<file path="config.mk">
export PLATFORM = sky130hd
export DESIGN_NAME = pcr_ram
export DESIGN_NICKNAME = d
export VERILOG_FILES = /design/src/rtl/pcr_ram.sv
export SDC_FILE = /design/constraint.sdc
export NUM_CORES = 1
export LEC_CHECK = 0
export BUFFER_PORTS_ARGS = -buffer_cell sky130_fd_sc_hd__buf_4
export CORE_UTILIZATION = 48
export CTS_CLUSTER_SIZE = 14
export DETAILED_ROUTE_END_ITERATION = 10
export SLEW_MARGIN = 20
export SYNTH_ARGS = -nofsm -noshare
export SYNTH_HDL_FRONTEND = slang
export SYNTH_SLANG_ARGS = --single-unit
</file>
<file path="constraint.sdc">
create_clock -name clk_i -period 3.91 [get_ports clk_i]
set_input_delay 0.782 -clock clk_i [delete_from_list [all_inputs] [get_ports clk_i]]
set_output_delay 0.782 -clock clk_i [all_outputs]
set_load 0.1 [all_outputs]
</file>
<file path="src/rtl/pcr_ram.sv">
`timescale 1ns / 1ps
// ----------------------------------------------------------------------------
// pcr_ram
// Generic single write port, single read port RAM with registered read data.
// ----------------------------------------------------------------------------
module pcr_ram #(
  parameter int unsigned WIDTH = 8,
  parameter int unsigned DEPTH = 64
) (
  input  logic                     clk_i,
  input  logic                     we_i,
  input  logic [$clog2(DEPTH)-1:0] waddr_i,
  input  logic [WIDTH-1:0]         wdata_i,
  input  logic [$clog2(DEPTH)-1:0] raddr_i,
  output logic [WIDTH-1:0]         rdata_o
);

  logic [WIDTH-1:0] mem_q [DEPTH];

  // write and registered read
  always_ff @(posedge clk_i) begin
    if (we_i) begin
      mem_q[waddr_i] <= wdata_i;
    end
    rdata_o <= mem_q[raddr_i];
  end

endmodule

</file>
==> results.cfg, run 1 <==
[sta]
fin_crit_ps = 2750
finalHoldViolations = 0
fin_skew_ps = 9.97
worstMarginPinSlew_ps = 946
slew_viol_final = 0
post-route-period-util_pct = 70.4
rsz0062_at_grt = no
fmax_mhz = 363
tns_ps = 0
slew_headroom_pct = 36.7
setup_viol = 0
worst_slack_ps = 1160

[grt]
overflow = 0
grt_pass1_wl_mm = 67.0
grt_start_max_net_pins = 65
antenna_found_initial = 0
grt_pass1_vias = 9860
grt.total_usage_pct = 22.2

[finish]
finish.net_count = 1052
syn_to_final_growth_pct = 12.6
nFillCells = 3146
fin_area_mm2 = 0.0227
drive_above_1_share_pct = 28.0

[critical_path]
crit_type = in2reg
crit_path_max_fanout = 58
worstPathRequired_ps = 4390
worstPathArrival_ps = 3230
crit_path_end_kind = register
start_kind = input port

[route]
dr.pass1.iters = 7
wl_per_cell_um = 28.3
num_vias = 9645
met2_length_mm = 21.4
postRouteAntennaNets = 0
m1WireLength_mm = 20.0
routed_wl_mm = 45.2
viasPerCell = 6.05
drtIter0Drc = 869
drc_errors = 0
dr_wl_met3_mm = 2.63
top_layer_used = met4

[synth]
yosys_warnings = 0
netlist_area_mm2 = 0.0202
yosys_most_used_dff = edfxtp_1
synth_edf_count = 512
synth_cell_type_count = 40
synth_top_area_share_pct = 76.2
syn-mean-instance-area_um2 = 21.5
ys_ff_latch = 520
syn_inst = 940
yosysTopAreaCell = edfxtp_1
syn_nets = 962
async_reset_ff_share_pct = 0
yosysSeqAreaShare_pct = 77.0
synth_area_leaders = edfxtp_1 (76%), mux4_2 (14%), nor2_1 (1.5%)

[cts]
insertion_delay_ps = 590
cts_inserted_buffers = 52
cts_setup_buffers = 0
ctsHtreeMaxLevel = 2
cts_tree = built
hold_buffers = 0
clkSinkCount = 520
ctsLongestPathBuffers = 3
path_clk_slew_ps = 60
post_cts_resized = 0
ctsRootBufferMaster = clkbuf_16

[power]
p_per_area_mw_per_mm2 = 501
leakage_nw = 7.15
peakVddDrop_mv = 0.281
power_mw = 11.4

[floorplanning]
die_area_mm2 = 0.0428
die_x_um = 207
rows = 74
io_pins = 30
coreArea_mm2 = 0.0411
start_util_pct = 49.1
die_h_um = 207

[placement]
gp_congestion = 0.855
place_ws_ps = 533
post_dp_cell_area_mm2 = 0.0212
dp_hpwl_mm = 27.3
portBuffers = 29

[worst_hold_path]
hold_path_class = in2reg

[flow_run]
cap_violations = 0

[status]
outcome = completed
==> placed cells by master (no fill, tap or decap), types with 8 or more instances in the layout <==
| cell type | netlist | routed |
|---|---|---|
| dfxtp_1 | 8 | 8 |
| mux2i_1 | 23 | 23 |
| o22ai_1 | 8 | 8 |
| mux4_2 | 126 | 126 |
| nand2_1 | 19 | 19 |
| nand3_1 | 13 | 13 |
| o221ai_1 | 8 | 8 |
| clkinv_2 | 0 | 13 |
| clkbuf_16 | 0 | 53 |
| buf_4 | 13 | 84 |
| clkbuf_1 | 17 | 10 |
| nor2_1 | 83 | 83 |
| edfxtp_1 | 512 | 512 |
| nor2b_1 | 14 | 14 |
| mux2_2 | 13 | 13 |
==> flip-flops by register name, summed over array words and instances (netlist names) <==
signal   cells
mem_q      512
rdata_o      8
==> Yosys cell counts (4+ instances only) <==
| cell | n |
|---|---|
| mux2i_1 | 23 |
| nand2b_1 | 7 |
| mux4_2 | 126 |
| nor3_1 | 7 |
| nand3_1 | 13 |
| a221oi_1 | 6 |
| o221ai_1 | 8 |
| nor2b_1 | 14 |
| clkbuf_1 | 17 |
| dfxtp_1 | 8 |
| buf_4 | 13 |
| buf_1 | 4 |
| edfxtp_1 | 512 |
| buf_2 | 11 |
| o22ai_1 | 8 |
| buf_6 | 4 |
| nor2_1 | 83 |
| mux2_2 | 13 |
| a211oi_1 | 4 |
| nand2_1 | 19 |
==> routing by layer <==
metal,track usage [%],vias to the layer above
met5,0,-
met4,7.06,0
met3,3.17,66
met2,34.3,331
met1,32.8,5150
li1,-,4098
==> worst max-delay path, cell delays in order <==
cell and delay, ps:
clkbuf_8 550, buf_4 430, mux4_2 540, mux4_2 480
nor2_1 190, nor3_1 80, o2bb2ai_1 120
==> cells by family after synthesis <==
family / Yosys count / share of synthesized area (%)
multiplexers: 162 / 15.9
buffers and inverters: 51 / 1.57
AND/OR/NAND/NOR: 153 / 3.39
flip-flops: 520 / 77.0
AO/OA/AOI/OAI: 54 / 2.07
==> cell type report <==
type	instances	area, um^2	share of cell area (%)
flip-flops and latches	520	15500	68.4
multi-input cells	369	4320	19.0
clock buffers	63	1360	6.01
repair buffers	87	684	3.01
well taps	532	666	2.93
clock inverters	23	139	0.612
diodes	1	2.50	0.0110
==> stage by stage <==
step / utilization, % / std cells / hold slack (ps)
after detailed placement: 51.6 / 1508 / 833
after global placement: 51.6 / 1508 / 832
final: 55.2 / 1595 / 535
after CTS: 55.2 / 1594 / 515
after global routing: 55.2 / 1594 / 555
after floorplan: - / 940 / 718
==> power by group <==
part / internal (mW) / switching (mW)
Combinational: 0.230 / 0.427
Sequential: 6.17 / 0.0208
Clock: 2.52 / 2.00
==> path summary, 6_finish.rpt <==
check / from / end / slack, ps / depth (start not counted)
max reg2reg: mem_q[25][4] / rdata_o[4] / 1830 / 5
min: raddr_i[5] / rdata_o[5] / 530 / 2
min reg2reg: mem_q[30][6] / rdata_o[6] / 840 / 3
max: raddr_i[0] / rdata_o[0] / 1160 / 7
Note: power is estimated with default switching activity, not from simulation.
==> inputs of run 2 (changes only) <==
--- a/config.mk
+++ b/config.mk
@@ -5,10 +5,12 @@
 export SDC_FILE = /design/constraint.sdc
 export NUM_CORES = 1
 export LEC_CHECK = 0
+export ABC_AREA = 1
 export BUFFER_PORTS_ARGS = -buffer_cell sky130_fd_sc_hd__buf_4
 export CORE_UTILIZATION = 48
 export CTS_CLUSTER_SIZE = 14
 export DETAILED_ROUTE_END_ITERATION = 10
+export PLACE_DENSITY = 0.66
 export SLEW_MARGIN = 20
 export SYNTH_ARGS = -nofsm -noshare
 export SYNTH_HDL_FRONTEND = slang
==> constraint.sdc (replaced) <==
create_clock -name clk_i -period 2.25 [get_ports clk_i]
set_input_delay 0.45 -clock clk_i [delete_from_list [all_inputs] [get_ports clk_i]]
set_output_delay 0.45 -clock clk_i [all_outputs]
set_load 0.1 [all_outputs]
==> results.cfg, run 2 <==
[power]
peakVddDrop_mv = 0.672
switching_share_pct = 22.5
intPower_mw = 16.1
p_per_area_mw_per_mm2 = 858
power_mw = 20.8
pwr-share-seq_pct = 51.7
leakage_nw = 8.87
clkPwrFrac_pct = 41.3
power.switching_mw = 4.68
p_comb_share_pct = 7.0

[flow_run]
cap_violations = 0

[route]
viasPerCell = 5.54
wl_per_cell_um = 21.1
num_vias = 13900
postRouteAntennaNets = 0
routed_wl_mm = 53.0
dr.pass1.iters = 7
drc_errors = 0
drtIter0Drc = 1364

[sta]
worstMarginPinSlew_ps = 790
fmax_mhz = 553
tns_ps = 0
fin_skew_ps = 24.1
slew_headroom_pct = 47.3
worst_slack_ps = 440
fin_crit_ps = 1810
slew_viol_final = 0
finalHoldViolations = 0
rsz0062_at_grt = no
setup_viol = 0
post-route-period-util_pct = 80.4

[grt]
grt.total_usage_pct = 24.1
grt_pass1_wl_mm = 80.1
grt_start_max_net_pins = 84
overflow = 0
antenna_found_initial = 1
grt_pass1_vias = 13400

[cts]
insertion_delay_ps = 610
cts_tree = built
cts_setup_buffers = 0
ctsRootBufferMaster = clkbuf_16
path_clk_slew_ps = 60
ctsLongestPathBuffers = 3
cts_inserted_buffers = 53
ctsHtreeMaxLevel = 2
post_cts_resized = 0
clkSinkCount = 520
hold_buffers = 0

[synth]
syn_nets = 1827
netlist_area_mm2 = 0.0213
ys_ff_latch = 520
synth_area_leaders = edfxtp_1 (72%), nand2_1 (11%), nand3_1 (10%)
async_reset_ff_share_pct = 0
yosysMostFrequentCell = nand2_1
synth_top_area_share_pct = 72.0
synth_cell_type_count = 16
yosysSeqAreaShare_pct = 72.8
syn-mean-instance-area_um2 = 11.8
yosys_most_used_dff = edfxtp_1
synth_edf_count = 512
syn_inst = 1805
yosys_warnings = 0
yosysTopAreaCell = edfxtp_1
ys_top_cells_by_count = nand2_1 (648), edfxtp_1 (512), nand3_1 (439), nor2_1 (56), buf_2 (37)

[floorplanning]
die_h_um = 213
die_x_um = 213
io_pins = 30
coreArea_mm2 = 0.0435
die_area_mm2 = 0.0453
rows = 76
start_util_pct = 49.1

[worst_hold_path]
hold_path_class = in2reg

[critical_path]
path_delay_family = flip-flops
critPathBufInv = 1
crit_chain = buf_4
crit_type = reg2out
start_kind = register
crit_path_end_kind = output pin
worstPathRequired_ps = 1800
slowest_stage = dfxtp_1
crit_path_max_fanout = 1
slowest_delay_ps = 430
worstPathArrival_ps = 1360

[placement]
gp_congestion = 0.862
dp_hpwl_mm = 31.6
portBuffers = 29
place_ws_ps = 119

[finish]
drive_above_1_share_pct = 11.2
nFillCells = 3622
regMostFlops = mem_q
reg_top3 = mem_q x512, rdata_o x8
layout_common_cells = nand2_1 (648), edfxtp_1 (512), nand3_1 (439)
num_antenna_cells = 0
final_common_cell = nand2_1
post-route-util_pct = 55.8
finish.net_count = 1906
syn_to_final_growth_pct = 13.6
largest_reg_flops = 512

[status]
outcome = completed
==> run 2: cell types whose count changed after synthesis, moves of 8 or more <==
| cell | before | now |
|---|---|---|
| nor2_1 | 83 | 56 |
| nand2_1 | 19 | 648 |
| nor2b_1 | 14 | 0 |
| buf_6 | 4 | 35 |
| mux2_2 | 13 | 0 |
| mux4_2 | 126 | 0 |
| nand3_1 | 13 | 439 |
| inv_1 | 0 | 10 |
| buf_2 | 11 | 37 |
| o22ai_1 | 8 | 0 |
| o221ai_1 | 8 | 0 |
| mux2i_1 | 23 | 0 |
==> run 2: tightest hold or removal path: cells and delay by family <==
kind	cells	cell delay (ps)
and+or+nand+nor	2	150
buffers and inverters	1	160
==> run 2: cell families (layout without fill, tap and decap cells) <==
logic type,Yosys count,in the layout,synth area share (%)
and+or+nand+nor,1160,1160,23.2
DFF,520,520,72.8
buffers and inverters,125,247,4.02
==> run 2: per-layer routing <==
layer,routed length [um],vias up,share of wire [%],global-route usage (%)
met5,0,-,0,0
li1,-,6505,-,-
met2,25300,560,48,38.4
met3,4020,110,7.6,4.15
met4,1900,0,3.6,9.75
met1,21800,6749,41,33.0
==> run 2: layout make-up <==
type                    instances  area, um^2  area share (%)
clock buffers                  67        1420            5.86
repair buffers                137        1280            5.29
well taps                     585         732            3.02
inverters                      12        52.6           0.217
clock inverters                31         280            1.16
flip-flops and latches        520       15500            64.1
multi-input cells            1160        4950            20.4
==> run 2: stage by stage <==
stage	cell area, um^2	std cells	hold slack (ps)
after detailed placement	22500	2414	788
after global routing	24200	2512	182
after CTS	24200	2512	153
after floorplan	21300	1805	549
final	24200	2512	187
after global placement	22500	2414	784
==> run 2: power by group through the flow <==
stage               sequential [mW]  combinational, mW  clock (mW)
finish                         10.8               1.45        8.59
global route                   10.8               1.56        9.15
CTS                            10.8               1.45        8.74
detailed placement             11.0               1.44           0
global placement               11.0               1.43           0
floorplan                      11.1              0.753           0
==> run 2: final timing paths <==
| check | slack, ps | startpoint | end | cells past startpoint |
|---|---|---|---|---|
| max reg2reg | 850 | mem_q[25][0] | rdata_o[0] | 8 |
| max | 440 | rdata_o[1] | rdata_o[1] | 1 |
| min reg2reg | 820 | mem_q[32][4] | rdata_o[4] | 8 |
| min | 190 | raddr_i[5] | rdata_o[3] | 3 |
